File: config.mk
export PLATFORM = sky130hd
export DESIGN_NAME = window_temperature_stats
export DESIGN_NICKNAME = d
export VERILOG_FILES = /design/src/hdl/wtstat_pkg.sv /design/src/hdl/window_temperature_stats.sv
export SDC_FILE = /design/constraint.sdc
export NUM_CORES = 1
export LEC_CHECK = 0
export ABC_AREA = 1
export BUFFER_PORTS_ARGS = -buffer_cell sky130_fd_sc_hd__buf_4
export CORE_MARGIN = 2
export CORE_UTILIZATION = 45
export CTS_CLUSTER_DIAMETER = 80
export DETAILED_ROUTE_END_ITERATION = 6
export MAX_ROUTING_LAYER = met4
export SYNTH_ARGS = -nofsm -noshare
export SYNTH_HDL_FRONTEND = slang
export SYNTH_SLANG_ARGS = --single-unit
File: constraint.sdc
create_clock -name clock -period 24.4 [get_ports clock]
set_clock_uncertainty 0.1 [all_clocks]
set_input_delay 1.22 -clock clock [delete_from_list [all_inputs] [get_ports clock]]
set_output_delay 1.22 -clock clock [all_outputs]
set_load 0.005 [all_outputs]
File: src/hdl/wtstat_pkg.sv
// ----------------------------------------------------------------------------
// wtstat_pkg
// Shared widths, defaults and register indexes for the sliding-window
// temperature statistics block.
// ----------------------------------------------------------------------------
`timescale 1ns / 1ps

package wtstat_pkg;

   // field widths
   localparam int SAMPLE_W  = 14;
   localparam int FILL_W    = 3;
   localparam int CSR_IDX_W = 2;

   // default window geometry
   localparam int WINDOW_DEF = 6;
   localparam int RECENT_DEF = 3;

   // register reset values, hundredths of a degree
   localparam logic [SAMPLE_W-1:0] FEVER_THR_RST = 14'd3850;
   localparam logic [SAMPLE_W-1:0] RISE_THR_RST  = 14'd50;

   // register indexes
   typedef enum logic [CSR_IDX_W-1:0] {
      CSR_FEVER_THR = 2'd0,
      CSR_RISE_THR  = 2'd1
   } csr_index_type;

endpackage

File: src/hdl/window_temperature_stats.sv
// ----------------------------------------------------------------------------
// window_temperature_stats
// Keeps the last WINDOW samples in a tap line with running sums and reports
// fever and rise flags, fill level, min, max, window mean and recent mean per sample.
// ----------------------------------------------------------------------------
// path: an accepted sample beat passes the input register, then the result
//    register, where it is held while the result channel stalls
// throughput: one sample beat per cycle unless the result channel stalls;
//    mean multipliers and min/max tree sit between tap line and result register
// reset: thresholds return to defaults, fill count, running sums and valids
//    clear; the tap line is not cleared, statistics stay zero until full
`timescale 1ns / 1ps

module window_temperature_stats #(
   parameter int WINDOW = wtstat_pkg::WINDOW_DEF,
   parameter int RECENT = wtstat_pkg::RECENT_DEF
) (
   input  logic                                 clock,
   input  logic                                 reset,
   // sample channel
   input  logic                                 req_valid,
   output logic                                 req_stall,
   input  logic [wtstat_pkg::SAMPLE_W-1:0]      req_sample,
   // result channel
   output logic                                 rsp_valid,
   input  logic                                 rsp_stall,
   output logic                                 rsp_fever,
   output logic                                 rsp_window_full,
   output logic [wtstat_pkg::FILL_W-1:0]        rsp_fill_level,
   output logic [wtstat_pkg::SAMPLE_W-1:0]      rsp_recent_mean,
   output logic [wtstat_pkg::SAMPLE_W-1:0]      rsp_window_min,
   output logic [wtstat_pkg::SAMPLE_W-1:0]      rsp_window_max,
   output logic [wtstat_pkg::SAMPLE_W-1:0]      rsp_window_mean,
   output logic                                 rsp_rise,
   // register write channel
   input  logic                                 csr_valid,
   output logic                                 csr_ready,
   input  logic [wtstat_pkg::CSR_IDX_W-1:0]     csr_index,
   input  logic [wtstat_pkg::SAMPLE_W-1:0]      csr_wdata
);
   import wtstat_pkg::*;

   // geometry
   localparam int RECENT_USED = (RECENT < WINDOW) ? RECENT : WINDOW;
   localparam int CNT_W       = $clog2(WINDOW + 1);
   localparam int SUM_W       = SAMPLE_W + $clog2(WINDOW);
   localparam int RSUM_W      = SAMPLE_W + $clog2(RECENT_USED);
   localparam int TREE_N      = 1 << $clog2(WINDOW);

   // reciprocal constants for exact truncating division by a constant
   localparam int SHIFT_ALL   = SUM_W + $clog2(WINDOW);
   localparam int SHIFT_REC   = RSUM_W + $clog2(RECENT_USED);
   localparam int PROD_ALL_W  = 2 * SUM_W + 1;
   localparam int PROD_REC_W  = 2 * RSUM_W + 1;
   localparam longint unsigned MUL_ALL_L =
      ((64'd1 << SHIFT_ALL) + 64'(WINDOW) - 64'd1) / 64'(WINDOW);
   localparam longint unsigned MUL_REC_L =
      ((64'd1 << SHIFT_REC) + 64'(RECENT_USED) - 64'd1) / 64'(RECENT_USED);
   localparam logic [PROD_ALL_W-1:0] MUL_ALL = PROD_ALL_W'(MUL_ALL_L);
   localparam logic [PROD_REC_W-1:0] MUL_REC = PROD_REC_W'(MUL_REC_L);

   localparam logic [CNT_W-1:0] FULL_CNT   = CNT_W'(WINDOW);
   localparam logic [CNT_W-1:0] RECENT_CNT = CNT_W'(RECENT_USED);

   // registers
   logic [SAMPLE_W-1:0] fever_thr_ff, fever_thr_in;
   logic [SAMPLE_W-1:0] rise_thr_ff, rise_thr_in;
   logic [SAMPLE_W-1:0] taps_ff [WINDOW];
   logic [SAMPLE_W-1:0] taps_in [WINDOW];
   logic [CNT_W-1:0]    held_ff, held_in;
   logic [SUM_W-1:0]    sum_all_ff, sum_all_in;
   logic [RSUM_W-1:0]   sum_rec_ff, sum_rec_in;
   logic                s1_valid_ff, s1_valid_in;
   logic                s1_fever_ff, s1_fever_in;
   logic                rsp_valid_ff, rsp_valid_in;
   logic                rsp_fever_ff, rsp_full_ff, rsp_rise_ff;
   logic [FILL_W-1:0]   rsp_fill_ff;
   logic [SAMPLE_W-1:0] rsp_rmean_ff, rsp_min_ff, rsp_max_ff, rsp_mean_ff;

   // combinational
   logic                out_free, s1_free, req_acc, rsp_load, win_full;
   logic [SUM_W-1:0]    evict_all;
   logic [RSUM_W-1:0]   evict_rec;
   logic [SAMPLE_W-1:0] min_node [1:2*TREE_N-1];
   logic [SAMPLE_W-1:0] max_node [1:2*TREE_N-1];
   logic [SAMPLE_W-1:0] win_min, win_max, win_mean, rec_mean;
   logic [PROD_ALL_W-1:0] prod_all;
   logic [PROD_REC_W-1:0] prod_rec;
   logic [CNT_W+FILL_W-1:0] fill_wide;
   logic                win_rise;

   // handshake
   assign out_free  = !rsp_valid_ff || !rsp_stall;
   assign s1_free   = !s1_valid_ff || out_free;
   assign req_stall = !s1_free;
   assign req_acc   = req_valid && s1_free;
   assign rsp_load  = s1_valid_ff && out_free;
   assign csr_ready = 1'b1;

   assign s1_valid_in  = req_acc ? 1'b1 : (out_free ? 1'b0 : s1_valid_ff);
   assign rsp_valid_in = out_free ? s1_valid_ff : rsp_valid_ff;
   assign s1_fever_in  = req_acc ? (req_sample > fever_thr_ff) : s1_fever_ff;

   // register writes
   always_comb begin
      fever_thr_in = fever_thr_ff;
      rise_thr_in  = rise_thr_ff;
      if (csr_valid && csr_ready) begin
         unique case (csr_index)
            CSR_FEVER_THR: fever_thr_in = csr_wdata;
            CSR_RISE_THR:  rise_thr_in  = csr_wdata;
            default: ;
         endcase
      end
   end

   // tap line shift and running sums on each accepted beat
   assign evict_all = (held_ff == FULL_CNT) ? SUM_W'(taps_ff[WINDOW-1]) : '0;
   assign evict_rec = (held_ff >= RECENT_CNT) ? RSUM_W'(taps_ff[RECENT_USED-1]) : '0;

   always_comb begin
      taps_in[0] = req_acc ? req_sample : taps_ff[0];
      for (int i = 1; i < WINDOW; i++) begin
         taps_in[i] = req_acc ? taps_ff[i-1] : taps_ff[i];
      end
      held_in    = held_ff;
      sum_all_in = sum_all_ff;
      sum_rec_in = sum_rec_ff;
      if (req_acc) begin
         if (held_ff != FULL_CNT) held_in = held_ff + CNT_W'(1);
         sum_all_in = sum_all_ff + SUM_W'(req_sample) - evict_all;
         sum_rec_in = sum_rec_ff + RSUM_W'(req_sample) - evict_rec;
      end
   end

   // min and max compare tree, spare leaves copy the newest tap
   always_comb begin
      for (int i = 0; i < TREE_N; i++) begin
         min_node[TREE_N+i] = taps_ff[(i < WINDOW) ? i : 0];
         max_node[TREE_N+i] = taps_ff[(i < WINDOW) ? i : 0];
      end
      for (int i = TREE_N - 1; i >= 1; i--) begin
         min_node[i] = (min_node[2*i+1] < min_node[2*i]) ? min_node[2*i+1]
                                                         : min_node[2*i];
         max_node[i] = (max_node[2*i+1] > max_node[2*i]) ? max_node[2*i+1]
                                                         : max_node[2*i];
      end
   end

   assign win_min  = min_node[1];
   assign win_max  = max_node[1];
   assign win_rise = (win_max - win_min) > rise_thr_ff;

   // means by reciprocal multiply
   assign prod_all = PROD_ALL_W'(sum_all_ff) * MUL_ALL;
   assign prod_rec = PROD_REC_W'(sum_rec_ff) * MUL_REC;
   assign win_mean = prod_all[SHIFT_ALL +: SAMPLE_W];
   assign rec_mean = prod_rec[SHIFT_REC +: SAMPLE_W];

   assign win_full  = (held_ff == FULL_CNT);
   assign fill_wide = (CNT_W+FILL_W)'(held_ff);

   // control state
   always_ff @(posedge clock) begin
      if (reset) begin
         fever_thr_ff <= FEVER_THR_RST;
         rise_thr_ff  <= RISE_THR_RST;
         held_ff      <= '0;
         sum_all_ff   <= '0;
         sum_rec_ff   <= '0;
         s1_valid_ff  <= 1'b0;
         rsp_valid_ff <= 1'b0;
      end else begin
         fever_thr_ff <= fever_thr_in;
         rise_thr_ff  <= rise_thr_in;
         held_ff      <= held_in;
         sum_all_ff   <= sum_all_in;
         sum_rec_ff   <= sum_rec_in;
         s1_valid_ff  <= s1_valid_in;
         rsp_valid_ff <= rsp_valid_in;
      end
   end

   // payload: tap line and result register
   always_ff @(posedge clock) begin
      taps_ff     <= taps_in;
      s1_fever_ff <= s1_fever_in;
      if (rsp_load) begin
         rsp_fever_ff <= s1_fever_ff;
         rsp_full_ff  <= win_full;
         rsp_fill_ff  <= fill_wide[FILL_W-1:0];
         rsp_rmean_ff <= win_full ? rec_mean : '0;
         rsp_min_ff   <= win_full ? win_min  : '0;
         rsp_max_ff   <= win_full ? win_max  : '0;
         rsp_mean_ff  <= win_full ? win_mean : '0;
         rsp_rise_ff  <= win_full && win_rise;
      end
   end

   // result beat
   assign rsp_valid       = rsp_valid_ff;
   assign rsp_fever       = rsp_fever_ff;
   assign rsp_window_full = rsp_full_ff;
   assign rsp_fill_level  = rsp_fill_ff;
   assign rsp_recent_mean = rsp_rmean_ff;
   assign rsp_window_min  = rsp_min_ff;
   assign rsp_window_max  = rsp_max_ff;
   assign rsp_window_mean = rsp_mean_ff;
   assign rsp_rise        = rsp_rise_ff;

   // checks
   a_held_bound: assert property (@(posedge clock) disable iff (reset)
      held_ff <= FULL_CNT)
      else $error("fill count beyond window");

   a_empty_stats: assert property (@(posedge clock) disable iff (reset)
      rsp_valid_ff && !rsp_full_ff |->
         rsp_min_ff == '0 && rsp_max_ff == '0 && rsp_mean_ff == '0 &&
         rsp_rmean_ff == '0 && !rsp_rise_ff)
      else $error("statistics shown before window full");

   a_stat_order: assert property (@(posedge clock) disable iff (reset)
      rsp_valid_ff && rsp_full_ff |->
         rsp_min_ff <= rsp_mean_ff && rsp_mean_ff <= rsp_max_ff &&
         rsp_min_ff <= rsp_rmean_ff && rsp_rmean_ff <= rsp_max_ff)
      else $error("mean outside min and max");

   a_no_stall_empty: assert property (@(posedge clock) disable iff (reset)
      !s1_valid_ff |-> !req_stall)
      else $error("sample stalled with empty first stage");

endmodule
-- Word level (Yosys, flattened, before mapping)
Cells that the tools add are included.
- register bits after elaboration: 213
- input bits: 35
- logic and storage cells: 78
- output and inout bits: 65
- add/sub/neg operators: 6
- order comparisons: 15
- reduce and logical (&&, ||, !) cells: 14
- equal/unequal tests: 3
- multiplexer cells: 16
- multiply operators: 2
- operator list (kind ; count):
    14-bit two-way mux ; 14
    14-bit > comparator ; 8
    14-bit < comparator ; 6
    17-bit by 18-bit multiplier with 34-bit output (second input constant) ; 1
    16-bit by 16-bit multiplier with 31-bit output (second input constant) ; 1
    17-bit by 14-bit adder with 17-bit output ; 1
    17-bit by 14-bit subtractor with 17-bit output ; 1
    16-bit by 14-bit adder with 16-bit output ; 1
    16-bit by 14-bit subtractor with 16-bit output ; 1
    14-bit subtractor ; 1
    2-bit AND reduction ; 3
    1-bit logical NOT ; 4
    3-bit by 1-bit adder with 3-bit output (second input constant) ; 1
    3-bit equality test (second input constant) ; 1
    3-bit by 2-bit greater-or-equal comparator with 1-bit output (second input constant) ; 1
    1-bit logical AND ; 3
    3-bit != test (second input constant) ; 1
    2-bit by 1-bit equality test with 1-bit output (second input constant) ; 1
    2-bit logical NOT ; 1
    1-bit logical OR ; 2
    1-bit two-way mux ; 2
    2-bit nonzero test ; 1

-- Logic depth before layout (Yosys ltp)
Gate-level depths: netlist (run 1).
- word-level depth: 9
- depth in mapped cells: 57
- depth with buffers taken out: 52

-- Worst setup path after synthesis (run 1)
OpenSTA, ideal clock, no wires.
- path kind: register to register
- start: register taps_ff, in the netlist max_node[41]
- end: register rsp_rise_ff (netlist: rsp_rise), data pin
- slack: 16.481 ns
- stages on the path, launching flop included: 48
- clock period less this slack: 7.919 ns
- arrival: 7.639 ns
- library setup time: 0.180 ns
- path through: edfxtp_1 > ha_1 > nand2_1 > inv_1 > nand3_1 > nor2_2 > nand2_1 > nand2_4 > buf_4 > clkbuf_1 > clkbuf_1 > nand2_1 > o21ai_0 > ha_1 > a21oi_1 > nor2_1 > a2111oi_0 > nand2_1 > [12 not listed] > buf_6 > clkbuf_1 > nand2_1 > o21ai_0 > ha_1 > a21oi_1 > inv_1 > nand3_1 > nand2_1 > a21oi_1 > nand2_1 > nand2_1 > nand2_1 > ha_1 > nand2_1 > nor4_1 > nand2_1 > a221oi_1
- word-level cells in the longest chain between the ends: 9
- ends and longest elaborated chain (element ; RTL line ; text):
    start, declared ; window_temperature_stats.sv:68 ; logic [SAMPLE_W-1:0] taps_ff [WINDOW];
    start signal, assigned ; window_temperature_stats.sv:186 ; taps_ff <= taps_in;
    14-bit > comparator / 14-bit < comparator (equally long branches) ; window_temperature_stats.sv:145, window_temperature_stats.sv:143 ;
    14-bit two-way mux (on tied branches) ; window_temperature_stats.sv:145, window_temperature_stats.sv:143 ;
    14-bit > comparator / 14-bit < comparator (equally long branches) ; window_temperature_stats.sv:145, window_temperature_stats.sv:143 ;
    14-bit two-way mux (on tied branches) ; window_temperature_stats.sv:145, window_temperature_stats.sv:143 ;
    14-bit > comparator / 14-bit < comparator (equally long branches) ; window_temperature_stats.sv:145, window_temperature_stats.sv:143 ;
    14-bit two-way mux (on tied branches) ; window_temperature_stats.sv:145, window_temperature_stats.sv:143 ;
    14-bit subtractor * ; window_temperature_stats.sv:152 ; assign win_rise = (win_max - win_min) > rise_thr_ff;
    14-bit > comparator * ; window_temperature_stats.sv:152 ;
    1-bit logical AND * ; window_temperature_stats.sv:196 ; rsp_rise_ff <= win_full && win_rise;
    end signal, assigned ; window_temperature_stats.sv:196 ;
    end, declared ; window_temperature_stats.sv:76 ; logic rsp_fever_ff, rsp_full_ff, rsp_rise_ff;
Mark *: on every way between the ends. The rest lies on a longest branch, timed or not.
A chain may end at the register's enable or synchronous reset.

==> metrics.txt, run 1 <==
Bufs on Longest Clock Path 3; Syn Area/Cell 8.39 µm²; IO Pins 100; FF-to-FF path depth 42; total stage count of the critical path 42; vias in the first global route between 15,000 and 20,000; worst setup path start max_node[7]; R2R setup slack 15.25 ns; Tmin final 9.15 ns; Die X 239 µm; worst reg2reg startpoint max_node[7]; first drt pass iteration count 5; Sum Neg Setup Slack 0 ns; Clock Latency Late Sink approximately 0.56 ns; CP delay by family, top compound AO/OA/AOI/OAI gates; drt total wl ~67,000 µm; crit end category register; layout cells sized above 1 roughly 8.1%; drt first-iter violations 1,490; dominant cells by area after synthesis ha_1 22%, edfxtp_1 18%, fa_1 15%, inv_1 9.7%, nand2_1 7.0%; DR WL/cell between 15 and 20 µm; Final Cycle Share 37.5%; Yosys Warn Count 0; outcome completed; CTS tree done; Max-cap violations 0; critical path peak fanout 35; Worst R2R End rsp_rise; initial antenna violation count 1; starting density of the core 45.7%; Overall Global Routing Usage 24.7%; DR vias 19,800; Crit-path slowest cell o21ai_0; post-DP HPWL 56,300 µm; Core ar. 0.0541 mm²; max-slew violations 0; Crit path required time 24.68 ns; prevailing post-synth register cell edfxtp_1; Post-DRT Antenna Nets 0; crit path to rsp_rise; crit path DAT ~9.4 ns; post-synth top area share 21.7%; Fmax achieved 0.109 GHz; placed cells 3,698; largest net degree at the start of global routing between 60 and 70; leading area contributor after synthesis ha_1; Setup Buffers After CTS 0; die area between 0.05 and 0.06 mm²; area grow syn2layout 9.61%; worst min path class register to register; first-pass GRT wire length 107,000 µm; # rows 85; critical path startpoint category register; vias per cell 5.29; die height 239 µm; Seq cells post-synth about 210; most common cell after layout, fill and taps aside inv_1; Synth Cell Area roughly 0.025 mm²; final setup fails 0; Net Count, Synth 3,607; htree depth 1; RSZ-0062 raised after global routing no; # clock sinks 213; post-synthesis cell count about 3,000; WS Path Type register to register; # fillers roughly 5,000; worst slew pin tran 1.05 ns; CP Buf/Inv Count 7; Clock Root Buffer clkbuf_16; Worst slew margin between 20% and 30%; IO buf count 98; routability congestion estimate 0.970; worst stage delay on the critical path 0.67 ns; ys async rst share 0%; post-cts sizing count 0; TritonCTS Buffers 28; gr ovfl total 0; Hold Buf Count CTS 0; most frequent cells in the layout 639 x inv_1, 459 x nand2_1, 430 x ha_1; Final Hold Vio Count 0; DRC Markers 0; fin cells 3,751; register area share after synthesis 23.2%; Worst-path clk slew 0.06 ns; Final nets 3,688; CP most frequent cell nand2_1; Yosys cell types 55; EDFF count, synth 147
-- worst min path at each step --
stage	endpoint	startpoint	slack [ns]	cells after the start
CTS	rsp_fever	s1_fever_ff	0.32	0
global route	rsp_fever	s1_fever_ff	0.34	0
finish	rsp_fever	s1_fever_ff	0.32	0
global placement	rsp_fever	s1_fever_ff	0.31	0
detailed placement	rsp_fever	s1_fever_ff	0.31	0
floorplan	rsp_fever	s1_fever_ff	0.30	0
-- registers in the layout, indices dropped and copies added (netlist names) --
register         count
fever_thr_ff        14
rsp_fill_level       3
rsp_fever            1
held_ff              3
rsp_rise             1
sum_rec_ff          16
max_node            84
rsp_window_full      1
rsp_window_min      14
s1_fever_ff          1
sum_all_ff          17
rsp_window_mean     14
rsp_valid            1
rise_thr_ff         14
rsp_recent_mean     14
rsp_window_max      14
s1_valid_ff          1
-- area by class of cell --
cell class                      count  area, µm²  area share, %
Multi-Input combinational cell   2040      16400           60.3
Sequential cell                   213       5740           21.1
Inverter                          645       2420           8.93
Tap cell                          696        871           3.21
Timing Repair Buffer              104        781           2.88
Clock buffer                       34        754           2.78
Clock inverter                     18        209          0.770
Antenna cell                        1       2.50        0.00922
-- worst register-to-register path, delay by kind of cell, from the launching register on --
| family | cells | cell delay, ns |
|---|---|---|
| and+or+nand+nor | 19 | 2.45 |
| adders and majority gates | 5 | 1.66 |
| buffers and inverters | 7 | 1.08 |
| DFF | 1 | 0.54 |
| AOI/OAI and AO/OA | 11 | 3.15 |
-- routing by layer --
metal / wire length (µm) / vias up / global-route usage [%] / part of all wire [%]
li1: - / 9779 / - / -
met5: 0 / - / - / 0
met2: 29800 / 482 / 38.8 / 45
met3: 4130 / 95 / 3.50 / 6.2
met4: 1240 / 0 / 5.17 / 1.8
met1: 31600 / 9477 / 34.2 / 47
-- metrics by stage --
step	worst slack (ns)	hold WS (ns)	util, %	cell area, µm²
6_report	15.25	0.321	50.1	27100
5_1_grt	14.29	0.340	50.1	27100
4_1_cts	15.35	0.323	50.1	27100
3_5_place_dp	15.42	0.310	48.3	26200
3_3_place_gp	15.38	0.307	48.3	26200
2_1_floorplan	16.48	0.300	-	24800
-- cell families (layout without fill, tap and decap cells) --
kind of cell | count (synthesis) | after routing | share of synthesized area [%]
compound gates | 533 | 533 | 11.7
xor+xnor | 46 | 46 | 1.63
fa+ha+maj | 621 | 621 | 37.2
buf+inv | 698 | 801 | 10.8
flops | 213 | 213 | 23.2
other cells | 1 | 2 | 0.0151
simple gates | 839 | 839 | 15.5
-- synth_stat cells (6+ instances only) --
| master | count |
|---|---|
| inv_1 | 640 |
| nand2_1 | 461 |
| ha_1 | 430 |
| o21ai_0 | 228 |
| a21oi_1 | 220 |
| fa_1 | 191 |
| edfxtp_1 | 147 |
| nor2_1 | 141 |
| nand3_1 | 115 |
| dfxtp_1 | 66 |
| clkbuf_1 | 43 |
| xor2_1 | 33 |
| nand2_2 | 32 |
| nand4_1 | 16 |
| nand2_4 | 14 |
| nand3_2 | 13 |
| o211ai_1 | 13 |
| o21a_1 | 13 |
| xnor2_1 | 13 |
| nor3_1 | 11 |
| o21bai_1 | 10 |
| a211oi_1 | 9 |
| nor2_2 | 9 |
| o21ai_1 | 8 |
| a21o_1 | 6 |
Power of run 1 is not shown: default switching activity piles up to over one toggle a cycle in this logic, so the estimate is an artifact.
==> run 2, diff against run 1 <==
==> constraint.sdc (replaced) <==
create_clock -name clock -period 7.8 [get_ports clock]
set_clock_uncertainty 0.1 [all_clocks]
set_input_delay 0.39 -clock clock [delete_from_list [all_inputs] [get_ports clock]]
set_output_delay 0.39 -clock clock [all_outputs]
set_load 0.005 [all_outputs]
==> run 2 against run 1 <==
Effect of this change:
- non-clock buffer count rose by 173
- maximum frequency rose by 24%
- worst hold slack got worse by 0.30 ns
- routed wire length rose by 8.0%
- clock-buffer cell count rose by 9
- register-to-register slack got worse by 15 ns
- final cell count rose by 4.6%
- largest cell class unchanged
- core utilization rose by 3.0 points
- via count rose by 2.6%
- die area did not move
- sequential cell count did not move
- sequential share of layout area fell by 1.2 points
==> metrics.txt, run 2 (synthesis gave the netlist of run 1 again) <==
outcome completed; starting density of the core 45.7% (unchanged); Die X 239 µm (unchanged); final worst slack 0.427 ns (-14.82 ns); WS Path Type register to register; IO Pins 100 (unchanged); routability congestion estimate 0.943 (-2.8%); DR WL/cell 18.4 µm (+3.2%); Overall Global Routing Usage 26.4% (+1.7 points); Final Cycle Share 94.5% (+57 points); die area 0.0569 mm² (unchanged); max reg flops 84 (unchanged); # clock sinks 213 (unchanged); CP most frequent cell nand2_1; IO buf count 98 (unchanged); htree depth 1 (unchanged); largest net degree at the start of global routing 70 (+9.4%); critical path startpoint category register; Crit-path slowest cell o21ai_0; worst slew pin tran 0.942 ns (-0.110 ns); vias per cell 5.18 (-2.0%); DRC Markers 0 (unchanged); max-slew violations 0 (unchanged); initial antenna violation count 3 (+2); layout cells sized above 1 13.3% (+5.2 points); Final Hold Vio Count 0 (unchanged); # diodes 0 (-1); Core ar. 0.0541 mm² (unchanged); # fillers 5,141 (+0.47%); most frequent cells in the layout 635 x inv_1, 459 x nand2_1, 429 x ha_1; area grow syn2layout 16.1%; critical path peak fanout 17 (-51%); drt first-iter violations 1,429 (-4.1%); crit path DAT 7.67 ns (-1.77 ns); crit end category register; Bufs on Longest Clock Path 3 (unchanged); CTS tree done; Crit path required time 8.09 ns (-16.59 ns); TritonCTS Buffers 28 (unchanged); Worst-path clk slew 0.06 ns (about the same); gr ovfl total 0 (unchanged); final setup fails 0 (unchanged); DR vias 20,300 (+2.6%); most common cell after layout, fill and taps aside inv_1; first drt pass iteration count 5 (unchanged); first-pass GRT wire length 113,000 µm (+5.4%); Max-cap violations 0 (unchanged); Final nets 3,863 (+4.7%); die height 239 µm (unchanged); Tmin final 7.37 ns (-1.78 ns); Clock Latency Late Sink 0.58 ns (+0.02 ns); worst min path class input pin to register; # rows 85 (unchanged); Post-DRT Antenna Nets 0 (unchanged); post-DP HPWL 60,600 µm (+7.6%); post-placement setup slack -0.0267 ns (-15.44 ns); Clock Root Buffer clkbuf_16; Fmax achieved 0.136 GHz (+24%); Worst slew margin 37.0% (+7.2 points); worst stage delay on the critical path 0.65 ns (-0.02 ns); vias in the first global route 20,200 (+1.7%); drt total wl 72,100 µm (+8.0%)
-- run 2: cell count changes in the layout (fill, tap and decap cells not counted), sizes merged --
cell	previous run	this run
nand2	507	508
clkinv	11	4
clkbuf	34	43
inv	645	649
clkinvlp	3	2
dlygate4sd3	0	20
buf	104	257
diode	1	0
bufinv	4	0
-- run 2: worst max-delay path: cells and delay by family, from the launching register on --
family / cells / cell delay (ns)
adders and majority gates: 5 / 1.46
and+or+nand+nor: 27 / 2.94
AOI/OAI and AO/OA: 6 / 1.47
DFF: 1 / 0.42
buffers and inverters: 7 / 0.75
-- run 2: layer usage --
| layer | GRT usage (%) | vias up | share of wire [%] |
|---|---|---|---|
| met5 | - | - | 0 |
| met3 | 2.14 | 69 | 4.8 |
| met2 | 41.0 | 445 | 44 |
| met4 | 4.68 | 0 | 1.7 |
| li1 | - | 10100 | - |
| met1 | 38.1 | 9708 | 49 |
-- run 2: path summary, 6_finish.rpt --
path	to	slack (ns)	cells after the start	start
setup reg to reg	rsp_rise	0.43	45	max_node[82]
hold / removal	fever_thr_ff[2]	0.02	3	csr_wdata[2]
hold reg to reg	rsp_fever	0.34	0	s1_fever_ff
setup / recovery	rsp_rise	0.43	45	max_node[82]
-- run 2: what timing repair did --
action	in CTS	in global routing
pin swaps	0	18
buffers inserted	0	19
gates cloned	0	2
setup endpoints to repair	1	1
endpoints found under the hold margin	25	0
hold buffers	20	0
gates resized for setup	3	86
-- run 2: metrics by stage --
stage	hold WS, ns	utilization [%]	TNS [ns]	cell area, µm²	cells
finish	0.0241	53.1	0	28800	3925
global route	0.0178	53.1	-0.107	28800	3925
CTS	0.00303	52.4	0	28400	3904
detailed placement	0.325	50.3	-0.0267	27200	3832
global placement	0.322	50.3	-0.0453	27200	3832
floorplan	0.300	-	0	24800	2951
-- run 2: layout make-up --
| cell class | instances | area, µm² | area share (%) |
|---|---|---|---|
| tap | 696 | 871 | 3.03 |
| sequential | 213 | 5740 | 19.9 |
| inverter | 645 | 2440 | 8.49 |
| clock inverter | 9 | 61.3 | 0.213 |
| timing repair buffer | 277 | 2180 | 7.58 |
| clock buffer | 43 | 903 | 3.14 |
| multi-input combinational | 2041 | 16600 | 57.6 |
| timing repair inverter | 1 | 7.51 | 0.0261 |
Power of run 2 is left out for the same reason.
